**config.mk**
```make
export PLATFORM = sky130hd
export DESIGN_NAME = pump_safety_timer_controller
export DESIGN_NICKNAME = d
export VERILOG_FILES = /design/src/design/psafe_pkg.sv /design/src/design/pump_safety_timer_controller.sv /design/src/design/psafe_cfg.sv /design/src/design/psafe_core.sv
export SDC_FILE = /design/constraint.sdc
export NUM_CORES = 1
export LEC_CHECK = 0
export ABC_CLOCK_PERIOD_IN_PS = 11400
export BUFFER_PORTS_ARGS = -buffer_cell sky130_fd_sc_hd__buf_2
export CAP_MARGIN = 20
export CORE_ASPECT_RATIO = 0.9
export CORE_MARGIN = 2
export CORE_UTILIZATION = 60
export CTS_CLUSTER_SIZE = 25
export DETAILED_ROUTE_END_ITERATION = 8
export HOLD_SLACK_MARGIN = 0.05
export MAX_ROUTING_LAYER = met4
export PLACE_DENSITY_LB_ADDON = 0.25
export SYNTH_ARGS = -nofsm -noshare
export SYNTH_HDL_FRONTEND = slang
export SYNTH_HIERARCHICAL = 1
export SYNTH_SLANG_ARGS = --single-unit
```
**constraint.sdc**
```tcl
create_clock -name clk -period 11.4 [get_ports clk]
set_input_delay 3.42 -clock clk [delete_from_list [all_inputs] [get_ports clk]]
set_output_delay 3.42 -clock clk [all_outputs]
set_load 0.03 [all_outputs]
```
**src/design/psafe_pkg.sv**
```systemverilog
// ----------------------------------------------------------------------------
// psafe_pkg
// Types, codes and constants shared by the pump safety timer blocks.
// ----------------------------------------------------------------------------
package psafe_pkg;

	// number of guarded pumps
	localparam int NUM_PUMPS = 2;
	// pumps visible on the result bit fields
	localparam int OUT_PUMPS = 2;
	localparam int OUT_BITS  = (NUM_PUMPS < OUT_PUMPS) ? NUM_PUMPS : OUT_PUMPS;

	// trips needed to enter system failsafe
	localparam int TRIPS_FOR_FAILSAFE = 2;

	// counter ceilings
	localparam logic [15:0] ELAPSED_MAX = 16'hFFFF;
	localparam logic [18:0] SINCE_MAX   = 19'h7FFFF;
	localparam logic [5:0]  COUNT_MAX   = 6'h3F;

	// register reset values
	localparam logic [15:0] MAX_RUN_RST     = 16'd30000;
	localparam logic [18:0] COOLDOWN_RST    = 19'd300000;
	localparam logic [15:0] TRIP_RST        = 16'd60000;
	localparam logic [5:0]  COUNT_LIMIT_RST = 6'd20;

	// configuration port
	localparam int CFG_IDX_W  = 2;
	localparam int CFG_DATA_W = 19;

	localparam logic [CFG_IDX_W-1:0] REG_MAX_RUN     = 2'd0;
	localparam logic [CFG_IDX_W-1:0] REG_COOLDOWN    = 2'd1;
	localparam logic [CFG_IDX_W-1:0] REG_TRIP        = 2'd2;
	localparam logic [CFG_IDX_W-1:0] REG_COUNT_LIMIT = 2'd3;

	// function codes
	localparam logic [2:0] FN_TICK     = 3'd0;
	localparam logic [2:0] FN_SENSOR   = 3'd1;
	localparam logic [2:0] FN_WATER    = 3'd2;
	localparam logic [2:0] FN_SOFTSTOP = 3'd3;
	localparam logic [2:0] FN_SHUTDOWN = 3'd4;
	localparam logic [2:0] FN_RESET_FS = 3'd5;

	// status codes
	localparam logic [2:0] ST_DONE     = 3'd0;
	localparam logic [2:0] ST_STARTED  = 3'd1;
	localparam logic [2:0] ST_FAILSAFE = 3'd2;
	localparam logic [2:0] ST_ACTIVE   = 3'd3;
	localparam logic [2:0] ST_COOLDOWN = 3'd4;
	localparam logic [2:0] ST_COUNT    = 3'd5;
	localparam logic [2:0] ST_SENSOR   = 3'd6;

	typedef struct packed {
		logic [2:0]  func;
		logic        pump;
		logic [19:0] duration_ms;
		logic        sensor_valid;
	} psafe_req_t;

	typedef struct packed {
		logic [2:0] status;
		logic [1:0] pump_on;
		logic [1:0] pump_tripped;
		logic       failsafe_mode;
	} psafe_rsp_t;

	typedef struct packed {
		logic [15:0] max_run_ms;
		logic [18:0] cooldown_ms;
		logic [15:0] trip_ms;
		logic [5:0]  count_limit;
	} psafe_cfg_t;

endpackage

```
**src/design/pump_safety_timer_controller.sv**
```systemverilog
// ----------------------------------------------------------------------------
// pump_safety_timer_controller
// Safety timer for relay-driven pumps: start checks, run cap, trip, failsafe.
// ----------------------------------------------------------------------------
//
//  channel   direction  handshake              word
//  req       in         req_valid / req_stall  psafe_req_t event word
//  rsp       out        rsp_valid / rsp_stall  psafe_rsp_t status word
//  cfg       in         cfg_valid / cfg_ready  cfg_index, cfg_data
//
//  one word per cycle while the result is not stalled; each word passes the
//  input register, then the single-pass update into the result register
//  the rate is set by the single-pass state update in psafe_core
//  reset clears all pump state and loads register defaults; no clearing pass
//  a stalled result holds and back-pressures the input register only
//  cfg_ready is always high
//
module pump_safety_timer_controller (
	input  logic                              clk,
	input  logic                              arst_n,
	input  logic                              req_valid,
	output logic                              req_stall,
	input  psafe_pkg::psafe_req_t             req,
	output logic                              rsp_valid,
	input  logic                              rsp_stall,
	output psafe_pkg::psafe_rsp_t             rsp,
	input  logic                              cfg_valid,
	output logic                              cfg_ready,
	input  logic [psafe_pkg::CFG_IDX_W-1:0]   cfg_index,
	input  logic [psafe_pkg::CFG_DATA_W-1:0]  cfg_data
);
	import psafe_pkg::*;

	psafe_cfg_t cfg;
	psafe_req_t req_s1;
	logic       valid_s1;
	psafe_rsp_t rsp_next;
	psafe_rsp_t rsp_q;
	logic       rsp_valid_q;
	logic       adv;

	assign cfg_ready = 1'b1;

	// stage moves when the result register is free or being taken
	assign adv       = !rsp_valid_q || !rsp_stall;
	assign req_stall = valid_s1 && !adv;

	psafe_cfg u_cfg (
		.clk       (clk),
		.arst_n    (arst_n),
		.cfg_valid (cfg_valid),
		.cfg_index (cfg_index),
		.cfg_data  (cfg_data),
		.cfg       (cfg)
	);

	psafe_core u_core (
		.clk    (clk),
		.arst_n (arst_n),
		.fire   (valid_s1 && adv),
		.req    (req_s1),
		.cfg    (cfg),
		.rsp    (rsp_next)
	);

	// input register
	always_ff @(posedge clk or negedge arst_n) begin
		if (!arst_n) begin
			valid_s1 <= 1'b0;
		end else if (!req_stall) begin
			valid_s1 <= req_valid;
		end
	end

	always_ff @(posedge clk) begin
		if (!req_stall && req_valid)
			req_s1 <= req;
	end

	// result register
	always_ff @(posedge clk or negedge arst_n) begin
		if (!arst_n) begin
			rsp_valid_q <= 1'b0;
		end else if (adv) begin
			rsp_valid_q <= valid_s1;
		end
	end

	always_ff @(posedge clk) begin
		if (adv && valid_s1)
			rsp_q <= rsp_next;
	end

	assign rsp_valid = rsp_valid_q;
	assign rsp       = rsp_q;

endmodule

```
**src/design/psafe_cfg.sv**
```systemverilog
// ----------------------------------------------------------------------------
// psafe_cfg
// Configuration register file: run cap, cooldown, trip time, count limit.
// ----------------------------------------------------------------------------
module psafe_cfg (
	input  logic                          clk,
	input  logic                          arst_n,
	input  logic                          cfg_valid,
	input  logic [psafe_pkg::CFG_IDX_W-1:0]  cfg_index,
	input  logic [psafe_pkg::CFG_DATA_W-1:0] cfg_data,
	output psafe_pkg::psafe_cfg_t         cfg
);
	import psafe_pkg::*;

	psafe_cfg_t cfg_q;

	// register writes, index selects the target
	always_ff @(posedge clk or negedge arst_n) begin
		if (!arst_n) begin
			cfg_q.max_run_ms  <= MAX_RUN_RST;
			cfg_q.cooldown_ms <= COOLDOWN_RST;
			cfg_q.trip_ms     <= TRIP_RST;
			cfg_q.count_limit <= COUNT_LIMIT_RST;
		end else if (cfg_valid) begin
			case (cfg_index)
				REG_MAX_RUN:     cfg_q.max_run_ms  <= cfg_data[15:0];
				REG_COOLDOWN:    cfg_q.cooldown_ms <= cfg_data[18:0];
				REG_TRIP:        cfg_q.trip_ms     <= cfg_data[15:0];
				REG_COUNT_LIMIT: cfg_q.count_limit <= cfg_data[5:0];
				default: ;
			endcase
		end
	end

	assign cfg = cfg_q;

endmodule

```
**src/design/psafe_core.sv**
```systemverilog
// ----------------------------------------------------------------------------
// psafe_core
// Per-pump timer state and the single-pass update for one event word.
// ----------------------------------------------------------------------------
module psafe_core (
	input  logic                  clk,
	input  logic                  arst_n,
	input  logic                  fire,
	input  psafe_pkg::psafe_req_t req,
	input  psafe_pkg::psafe_cfg_t cfg,
	output psafe_pkg::psafe_rsp_t rsp
);
	import psafe_pkg::*;

	logic [NUM_PUMPS-1:0] run_q, stop_q, trip_q, sensor_q;
	logic [NUM_PUMPS-1:0] run_d, stop_d, trip_d, sensor_d;
	logic [15:0] elap_q [NUM_PUMPS];
	logic [15:0] elap_d [NUM_PUMPS];
	logic [15:0] target_q [NUM_PUMPS];
	logic [15:0] target_d [NUM_PUMPS];
	logic [18:0] since_q [NUM_PUMPS];
	logic [18:0] since_d [NUM_PUMPS];
	logic [5:0]  cnt_q [NUM_PUMPS];
	logic [5:0]  cnt_d [NUM_PUMPS];
	logic        fs_q, fs_d;
	logic [2:0]  status;

	// next state, pumps handled in index order within a tick
	always_comb begin
		run_d    = run_q;
		stop_d   = stop_q;
		trip_d   = trip_q;
		sensor_d = sensor_q;
		elap_d   = elap_q;
		target_d = target_q;
		since_d  = since_q;
		cnt_d    = cnt_q;
		fs_d     = fs_q;
		status   = ST_DONE;
		case (req.func)
			FN_TICK: begin
				for (int i = 0; i < NUM_PUMPS; i++) begin
					if (since_d[i] < SINCE_MAX)
						since_d[i] = since_d[i] + 1'b1;
					if (run_d[i]) begin
						if (elap_d[i] < ELAPSED_MAX)
							elap_d[i] = elap_d[i] + 1'b1;
						if (elap_d[i] > cfg.trip_ms) begin
							// trip, maybe escalate to system failsafe
							run_d[i]  = 1'b0;
							trip_d[i] = 1'b1;
							stop_d[i] = 1'b1;
							if (($countones(trip_d) >= TRIPS_FOR_FAILSAFE) && !fs_d) begin
								fs_d   = 1'b1;
								stop_d = stop_d | run_d;
							end
						end else if (stop_d[i] || (elap_d[i] >= target_d[i])) begin
							run_d[i]   = 1'b0;
							since_d[i] = '0;
						end
					end
				end
			end
			FN_SENSOR: begin
				for (int i = 0; i < NUM_PUMPS; i++)
					if (i == int'(req.pump))
						sensor_d[i] = !req.sensor_valid;
			end
			FN_WATER: begin
				for (int i = 0; i < NUM_PUMPS; i++) begin
					if (i == int'(req.pump)) begin
						if (fs_q)
							status = ST_FAILSAFE;
						else if (run_q[i])
							status = ST_ACTIVE;
						else if (since_q[i] < cfg.cooldown_ms)
							status = ST_COOLDOWN;
						else if (cnt_q[i] > cfg.count_limit)
							status = ST_COUNT;
						else if (sensor_q[i])
							status = ST_SENSOR;
						else begin
							status      = ST_STARTED;
							run_d[i]    = 1'b1;
							elap_d[i]   = '0;
							stop_d[i]   = 1'b0;
							trip_d[i]   = 1'b0;
							target_d[i] = (req.duration_ms < {4'b0, cfg.max_run_ms}) ?
								req.duration_ms[15:0] : cfg.max_run_ms;
							if (cnt_q[i] < COUNT_MAX)
								cnt_d[i] = cnt_q[i] + 1'b1;
						end
					end
				end
			end
			FN_SOFTSTOP: begin
				stop_d = stop_q | run_q;
			end
			FN_SHUTDOWN: begin
				// nothing left running, so entering failsafe adds no stops
				run_d  = '0;
				stop_d = '1;
				fs_d   = 1'b1;
			end
			FN_RESET_FS: begin
				fs_d = 1'b0;
			end
			default: ;
		endcase
	end

	// state registers, updated once per accepted word
	always_ff @(posedge clk or negedge arst_n) begin
		if (!arst_n) begin
			run_q    <= '0;
			stop_q   <= '0;
			trip_q   <= '0;
			sensor_q <= '0;
			fs_q     <= 1'b0;
			for (int i = 0; i < NUM_PUMPS; i++) begin
				elap_q[i]   <= '0;
				target_q[i] <= '0;
				since_q[i]  <= '0;
				cnt_q[i]    <= '0;
			end
		end else if (fire) begin
			run_q    <= run_d;
			stop_q   <= stop_d;
			trip_q   <= trip_d;
			sensor_q <= sensor_d;
			fs_q     <= fs_d;
			elap_q   <= elap_d;
			target_q <= target_d;
			since_q  <= since_d;
			cnt_q    <= cnt_d;
		end
	end

	// result word from the updated state
	always_comb begin
		rsp               = '0;
		rsp.status        = status;
		rsp.failsafe_mode = fs_d;
		for (int i = 0; i < OUT_BITS; i++) begin
			rsp.pump_on[i]      = run_d[i];
			rsp.pump_tripped[i] = trip_d[i];
		end
	end

endmodule

```
; ---- After elaboration in Yosys (flattened, before gate mapping)
; Index checks and enable logic that the tools add are counted.
[classes]
magnitude_cmp = 17
add_sub_neg = 8
reduce_logical = 34
bitwise = 13
n_mux = 107
eq_ne = 21
[ops]
columns = operator, n
row1 = 16-bit 2-to-1 mux, 21
row2 = 19-bit 2-to-1 mux, 8
row3 = "32-bit by 3-bit greater-or-equal comparator with 1-bit output, second input constant", 2
row4 = 32-bit one-hot mux with 2 select lines, 1
row5 = 1-bit 2-to-1 mux, 55
row6 = "19-bit by 1-bit adder with 19-bit output, second input constant", 2
row7 = 19-bit < comparator, 2
row8 = "19-bit < comparator, second input constant", 2
row9 = 9-bit AND reduction, 4
row10 = 3-bit 2-to-1 mux, 11
row11 = "16-bit by 1-bit adder with 16-bit output, second input constant", 2
row12 = 16-bit greater-or-equal comparator, 2
row13 = 16-bit > comparator, 2
row14 = "16-bit < comparator, second input constant", 2
row15 = 8-bit AND reduction, 4
row16 = "2-bit != test, second input constant", 11
row17 = 20-bit by 16-bit < comparator with 1-bit output, 1
row18 = 2-bit 2-to-1 mux, 7
row19 = "6-bit by 1-bit adder with 6-bit output, second input constant", 2
row20 = 6-bit > comparator, 2
row21 = "6-bit < comparator, second input constant", 2
row22 = 1-bit NOT, 10
row23 = 2-bit AND reduction, 5
row24 = 2-bit one-hot mux with 4 select lines, 1
row25 = 21 further kinds, 39
[totals]
in_bits = 51
out_inout_bits = 11
ff_bits = 215
elab_cells = 229

; ---- Longest topological paths before layout
; Gate-level depths: netlist of run 1.
[logic_depth]
depth_word = 15
mapped_depth = 18

; ---- By module
; The synthesis of run 1 kept the hierarchy.
[by_module_without_submodules]
columns = module, seq_area_each_um2, n_inst, cells_per_inst, area_per_inst_um2
row1 = psafe_core, 3078.0, 1, 1155, 9865.7
row2 = psafe_cfg, 1456.4, 1, 122, 2184.6
row3 = pump_safety_timer_controller, 1041.0, 1, 43, 1094.8

; ---- Least setup slack after synthesis of run 1
; No wires, ideal clock.
[synth_path]
kind = input to output
from = input rsp_stall
to = output req_stall
arrival_time_ns = 3.699
cell_stages = 2
path_slack_ns = 4.281
n_path_buf = 0
cell_sequence = nand3_2 inv_1
[synth_between]
elab_chain_cells = 4
[synth_lines]
columns = element, line
row1 = from (decl), pump_safety_timer_controller.sv:25  ; input logic rsp_stall,
row2 = 1-bit logical NOT, pump_safety_timer_controller.sv:45  ; assign adv = !rsp_valid_q || !rsp_stall;
row3 = 1-bit logical OR, pump_safety_timer_controller.sv:45
row4 = 1-bit logical NOT, pump_safety_timer_controller.sv:46  ; assign req_stall = valid_s1 && !adv;
row5 = 1-bit logical AND, pump_safety_timer_controller.sv:46
row6 = to (decl), pump_safety_timer_controller.sv:22  ; output logic req_stall,
; Every way passes these cells.

; ---- Worst setup path after layout of run 1
; Ends and elaborated chain as after synthesis.

==> out/metrics.csv, run 1 <==
metric,value,unit
clock_latency,0.52,ns
nets,1563,
yosysSeqAreaShare,42.4,%
postRouteAntennaNets,0,
instances_no_fill,1689,
dp_hpwl,23700,µm
crit_arrival,3.85,ns
dieArea,23100,µm²
dr_total_vias,10200,
synth_area,13100,µm²
die_y,144,µm
root_buffer,clkbuf_16,
ios,62,
grt_start_max_net_pins,66,
io_buffers,60,
skew,0.00925,ns
yosys-top-cells-area,"dfrtp_1 (30%), ha_1 (13%), edfxtp_1 (7.5%), mux2_2 (5.7%), dfstp_2 (4.8%)",
drive_above_1_share,16.4,%
synth_seq_cells,215,
synth_edf_count,33,
syn-instance-count,1320,
min_from,req_s1[0]$_DFFE_PP_,
seq_power_share,43.0,%
async_flop_share,84.7,%
finalWirelength,32100,µm
worst_pin_slew,1.08,ns
clock_path_buffers,3,
cts_tree,done,
yosysWarnings,6,
r2r_cells,15,
min_path_type,reg -> reg,
worstSetupStartpointType,input port,
p_per_area,155,nW/µm²
initial_core_util,60.9,%
post_cts_buffers,0,
outcome,"complete, no violations",
first_pass_iters,5,
final.min_clock_period,7.27,ns
core,21600,µm²
antenna_found_initial,1,
synth_top_flop_cell,dfrtp_1,
power_frac_clock,36.3,%
power_switching,0.672,mW
vias_per_cell,6.03,
slew_viol_final,0,
synth_cell_types,79,
clk_pin_slew,0.06,ns
synth_nets,1504,
fillCellCount,1693,
drt_iter0_markers,775,
crit_type,in -> out,
syn_to_final_growth,10.4,%
end_kind,output pin,
cellLeakagePower,6.91,nW
combPwrFrac,20.7,%
r2r_slack,6.61,ns
cts_num_sinks,215,
netlist.area_leader.share,30.1,%
finalSetupViolCount,0,
grt_pass1_vias,10000,
gr-total-overflow,0,
synth_area_leader_cell,dfrtp_1,
place.gp.congestion,0.923,
row_count,51,
irDropWorstVdd,0.119,mV
cp.required,7.98,ns
cts_buffers,24,
track_usage,29.5,%
rsz0062_at_grt,false,
hold_path_depth,1,
max_freq,137,MHz
finalCritPeriodShare,63.8,%
drv_cap,0,
holdPathEnd,u_core/sensor_q[0]$_DFFE_PN0P_,
reg2reg_to,u_core/since_q[26]$_DFFE_PN0P_,
cp_max_fo,3,
dpl.cell_count,1643,
wl_per_cell,19.0,µm
hold_viol,0,
die_w,160,µm
grt_first_pass_wirelength,52400,µm
timing.hold.ws,0.447,ns
cts_hold_buf,0,
relSlewSlack,27.9,%
cts_resized,0,
worstReg2RegStart,u_core/elap_q[16]$_DFFE_PN0P_,
syn_avg_cell_area,9.96,µm²
sw_frac_of_total,30.0,%
p_int,1.57,mW
remaining_drc_errors,0,
tns,0,ns
h-tree-depth,1,
per-layer routing:
metal | track usage (%) | vias to the layer above | wire length [µm]
met1 | 40.1 | 4939 | 14800
met5 | - | - | 0
li1 | - | 4852 | -
met3 | 4.24 | 67 | 1940
met4 | 9.86 | 0 | 1010
met2 | 46.0 | 319 | 14400
worst max-delay path by stage:
| stage | start | end | slack [ns] | depth (start not counted) |
|---|---|---|---|---|
| 2_1_floorplan | rsp_stall | req_stall | 4.28 | 2 |
| 3_3_place_gp | rsp_stall | req_stall | 4.13 | 4 |
| 3_5_place_dp | rsp_stall | req_stall | 4.13 | 4 |
| 4_1_cts | rsp_stall | req_stall | 4.12 | 4 |
| 5_1_grt | rsp_stall | req_stall | 4.08 | 4 |
| 6_report | rsp_stall | req_stall | 4.13 | 4 |
cell families (layout without fill, tap and decap cells):
logic type	Yosys count	count (layout)	share of synthesized area, %
buffers and inverters	143	220	4.53
adder cells (fa/ha/maj)	133	133	12.7
multiplexers	87	87	7.26
AO/OA/AOI/OAI	269	269	13.5
flip-flops	215	215	42.4
other	1	2	0.0285
XOR/XNOR	57	57	3.80
AND/OR/NAND/NOR	415	415	15.8
layout by cell type (no fill, tap or decap), types with 22 or more instances in the layout:
| master | instances |
|---|---|
| a21o_1 | 22 |
| a21oi_1 | 87 |
| a31oi_1 | 23 |
| and3_1 | 30 |
| buf_2 | 59 |
| clkbuf_16 | 25 |
| dfrtp_1 | 158 |
| dfstp_2 | 24 |
| edfxtp_1 | 33 |
| ha_1 | 133 |
| inv_1 | 108 |
| mux2_2 | 67 |
| nand2_1 | 91 |
| nand3_1 | 38 |
| nand4_1 | 35 |
| nor2_1 | 122 |
| nor3_1 | 26 |
| o21ai_0 | 46 |
| xnor2_1 | 32 |
| xor2_1 | 25 |
per-stage QoR:
| step | cell area (µm²) | util [%] | total power [mW] | worst slack (ns) |
|---|---|---|---|---|
| after detailed placement | 13700 | 63.4 | 1.43 | 4.13 |
| final | 14500 | 67.3 | 2.24 | 4.13 |
| after floorplan | 13100 | - | 1.28 | 4.28 |
| after global routing | 14500 | 67.3 | 2.36 | 4.08 |
| after CTS | 14500 | 67.2 | 2.25 | 4.12 |
| after global placement | 13700 | 63.4 | 1.41 | 4.13 |
sequential cells by signal (all words and copies together) (netlist names), 8 cells and up:
register         count
u_core/cnt_q        12
u_cfg/cfg           57
u_core/target_q     32
u_core/since_q      38
req_s1              25
rsp                  8
u_core/elap_q       32
cell usage after synthesis (8+ instances only):
| library cell | count |
|---|---|
| a211oi_1 | 8 |
| nor2_1 | 122 |
| ha_1 | 133 |
| edfxtp_1 | 33 |
| nor3_1 | 26 |
| dfrtp_1 | 158 |
| xnor2_1 | 32 |
| and3_1 | 30 |
| nand3_1 | 38 |
| o21ai_0 | 46 |
| nand2_1 | 91 |
| a21o_1 | 22 |
| nand2b_1 | 12 |
| mux2i_1 | 20 |
| a21oi_1 | 87 |
| nand4_1 | 35 |
| inv_1 | 108 |
| nor2b_1 | 10 |
| mux2_2 | 67 |
| clkbuf_1 | 14 |
| and4_1 | 8 |
| dfstp_2 | 24 |
| a211o_1 | 15 |
| a31oi_1 | 23 |
| xor2_1 | 25 |
| and2_1 | 10 |
| buf_2 | 12 |
critical path: stages:
cell and delay (ns):
buf_2 0.11, nand3_2 0.09, inv_1 0.06, buf_2 0.18
layout make-up:
cell class	count	area [µm²]	share of cell area (%)
timing repair buffer	68	367	2.53
tap	291	364	2.51
clock inverter	14	176	1.22
multi-input combinational	962	6970	48.1
antenna	1	2.50	0.0172
clock buffer	30	644	4.44
sequential	215	5580	38.4
inverter	108	405	2.79
power by group through the flow:
stage                     registers, mW  clock network [mW]  logic, mW
final                             0.964               0.815      0.464
after global routing              0.978               0.854      0.525
after CTS                         0.963               0.828      0.460
after detailed placement          0.975                   0      0.454
after global placement            0.971                   0      0.435
after floorplan                   0.953                   0      0.329
(Power assumes the default switching activity.)
==> run 2, diff against run 1 <==
--- a/config.mk
+++ b/config.mk
@@ -5,7 +5,8 @@
 export SDC_FILE = /design/constraint.sdc
 export NUM_CORES = 1
 export LEC_CHECK = 0
-export ABC_CLOCK_PERIOD_IN_PS = 11400
+export ABC_AREA = 1
+export ABC_CLOCK_PERIOD_IN_PS = 6900
 export BUFFER_PORTS_ARGS = -buffer_cell sky130_fd_sc_hd__buf_2
 export CAP_MARGIN = 20
 export CORE_ASPECT_RATIO = 0.9
==> constraint.sdc (replaced) <==
create_clock -name clk -period 6.9 [get_ports clk]
set_input_delay 2.07 -clock clk [delete_from_list [all_inputs] [get_ports clk]]
set_output_delay 2.07 -clock clk [all_outputs]
set_load 0.03 [all_outputs]
==> run 2 against run 1 <==
  * Setup slack got worse by 1.8 ns
  * Sequential cell count unchanged
  * Sequential power rose by 65%
  * First-iteration DRC count rose by 42%
  * Critical path depth is the same
  * Power increased by 77%
  * Largest cell class unchanged
  * Critical endpoint unchanged
  * Highest routed layer unchanged
  * Register-to-register slack got worse by 3.7 ns
  * Core utilization shrank 0.21 points
  * Die area rose by 6.2%
  * Clock skew up 0.014 ns
  * Synthesized cell count increased by 31%
  * Final cell count up 24%
==> out/metrics.csv, run 2 <==
metric,value,unit,change
cp_max_fo,3,,unchanged
crit_type,in -> out,,
syn_avg_cell_area,8.06,µm²,-19%
wl_met3,2830,µm,+46%
rsz0062_at_grt,false,,
layout_common_cells,"nand2_1 (475), inv_1 (231), dfrtp_1 (158)",,
synth_edf_count,33,,unchanged
ios,62,,unchanged
synth_top_flop_cell,dfrtp_1,,
crit_arrival,2.53,ns,-1.32 ns
skew,0.0235,ns,+0.0142 ns
combPwrFrac,27.8,%,+7.1 points
outcome,"complete, no violations",,
async_flop_share,84.7,%,unchanged
grt_pass1_vias,11100,,+11%
h-tree-depth,1,,unchanged
worst_slack,2.30,ns,-1.82 ns
worstSetupStartpointType,input port,,
vias_per_cell,5.68,,-5.7%
gr-total-overflow,0,,unchanged
wl_met1,16200,µm,+9.5%
power_frac_clock,32.1,%,-4.2 points
highest_layer,met4,,
postRouteAntennaNets,0,,unchanged
cp_top_family,buffers and inverters,,
timing.hold.ws,0.462,ns,+0.0144 ns
seq_power_share,40.1,%,-2.9 points
layout_commonest_cell,nand2_1,,
power.total,3.97,mW,+77%
syn-instance-count,1735,,+31%
finalWirelength,34800,µm,+8.4%
synth_area,14000,µm²,+6.4%
worstSetupStartpoint,rsp_stall,,
critPathMaxStageDelay,0.18,ns,about the same
power_switching,1.38,mW,+110%
netlist.area_leader.share,28.3,%,-1.8 points
r2r_cells,22,,+7
post_cts_buffers,0,,unchanged
drive_above_1_share,12.0,%,-4.4 points
final_cell_area,15200,µm²,+5.0%
drv_cap,0,,unchanged
synth_compound_area_share,8.14,%,-5.3 points
yosys-top-cells-area,"dfrtp_1 (28%), nand2_1 (13%), ha_1 (12%), edfxtp_1 (7.1%), inv_1 (6.2%)",,
end_kind,output pin,,
final.min_clock_period,4.60,ns,
holdPathEnd,u_core/sensor_q[0]$_DFFE_PN0P_,,
path_cells,buf_2 > nand3_2 > inv_1 > buf_2,,
die_y,149,µm,+3.0%
cts_hold_buf,0,,unchanged
place.gp.congestion,0.945,,+2.4%
slew_viol_final,0,,unchanged
synthSimpleGateAreaFrac,27.9,%,+12 points
sw_frac_of_total,34.8,%,+4.9 points
syn_to_final_growth,8.91,%,
cp.buffers_inverters,3,,unchanged
worstReg2RegStart,u_core/elap_q[16]$_DFFE_PN0P_,,
largest_reg_flops,57,,unchanged
placed_cell_area,14400,µm²,+5.5%
remaining_drc_errors,0,,unchanged
hold_path_depth,1,,unchanged
irDropWorstVdd,0.246,mV,+110%
synthMuxAreaShare,0,%,-7.3 points
reg2reg_to,u_core/since_q[4]$_DFFE_PN0P_,,
clk_pin_slew,0.06,ns,about the same
synth_top_family_by_area,simple AND/OR/NAND/NOR gates,,
dr_total_vias,11900,,+17%
synth_nets,1919,,+28%
drt_iter0_markers,1100,,+42%
place_ws,2.30,ns,-1.82 ns
nets,1967,,+26%
p_per_area,261,nW/µm²,+69%
root_buffer,clkbuf_16,,
synth_area_leader_cell,dfrtp_1,,
io_buffers,60,,unchanged
cpMostUsedCell,buf_2,,
min_from,req_s1[0]$_DFFE_PP_,,
die_w,165,µm,+3.1%
first_pass_iters,5,,unchanged
wl_met2,15200,µm,+5.3%
antenna_found_initial,0,,-1
yosysWarnings,6,,unchanged
cts_tree,done,,
tns,0,ns,unchanged
wl_per_cell,16.6,µm,-13%
initial_core_util,61.6,%,+0.62 points
slowest_stage,buf_2,,
cts_num_sinks,215,,unchanged
clock_latency,0.54,ns,+0.02 ns
finalCritPeriodShare,66.6,%,
cts_resized,0,,unchanged
synth_common_cells,"nand2_1 (475), inv_1 (231), dfrtp_1 (158)",,
yosys.area_share.adder,11.9,%,-0.76 points
grt_first_pass_wirelength,57100,µm,+9.1%
synth_xor_xnor_area_share,3.32,%,-0.48 points
yosysMostFrequentCell,nand2_1,,
yosysSeqAreaShare,39.9,%,-2.5 points
dp_hpwl,26100,µm,+9.9%
r2r_slack,2.89,ns,-3.72 ns
grt_start_max_net_pins,91,,+38%
worst_pin_slew,1.02,ns,-0.0530 ns
diodes,0,,-1
core,22700,µm²,+5.3%
cts_buffers,24,,unchanged
track_usage,30.4,%,+0.92 points
min_path_type,reg -> reg,,
cellLeakagePower,7.87,nW,+14%
dieArea,24500,µm²,+6.2%
synth_seq_cells,215,,unchanged
p_int,2.59,mW,+65%
cp.required,4.83,ns,-3.15 ns
relSlewSlack,31.5,%,+3.6 points
hold_viol,0,,unchanged
clock_path_buffers,3,,unchanged
synth_cell_types,52,,-34%
max_freq,218,MHz,
row_count,52,,+2.0%
finalSetupViolCount,0,,unchanged
==> run 2: how the worst max path moves through the flow <==
stage | to | depth (start not counted)
global placement | req_stall | 4
finish | req_stall | 4
CTS | req_stall | 4
global route | req_stall | 4
floorplan | req_stall | 2
detailed placement | req_stall | 4
==> run 2: kinds of logic after synthesis <==
logic type                 after synthesis
and+or+nand+nor                        845
buffers and inverters                  291
adders and majority gates              133
AOI/OAI and AO/OA                      197
xor gates and xnor gates                53
DFF                                    215
other                                    1
==> run 2: layout make-up <==
cell class                 instances  area, µm²
clock inverter                     9       97.6
tap                              297        372
timing repair buffer              67        379
clock buffer                      35        702
fill                            1883       7480
sequential                       215       5580
inverter                         246        923
multi-input combinational       1229       7180
==> run 2: per-stage QoR <==
| stage | utilization (%) | std cells |
|---|---|---|
| floorplan | - | 1735 |
| global placement | 63.4 | 2053 |
| detailed placement | 63.5 | 2054 |
| CTS | 67.1 | 2098 |
| global route | 67.1 | 2098 |
| finish | 67.1 | 2098 |
==> run 2: power groups by stage <==
stage | registers [mW] | clock network [mW] | logic [mW]
final | 1.59 | 1.28 | 1.11
after global routing | 1.61 | 1.35 | 1.27
after CTS | 1.59 | 1.29 | 1.09
after detailed placement | 1.61 | 0 | 1.08
after global placement | 1.60 | 0 | 1.03
after floorplan | 1.58 | 0 | 0.784
==> run 2: metal layers <==
layer | global-route usage, % | vias up
met5 | - | -
met4 | 6.13 | 0
met3 | 4.95 | 41
met2 | 44.3 | 450
met1 | 45.1 | 5632
li1 | - | 5796
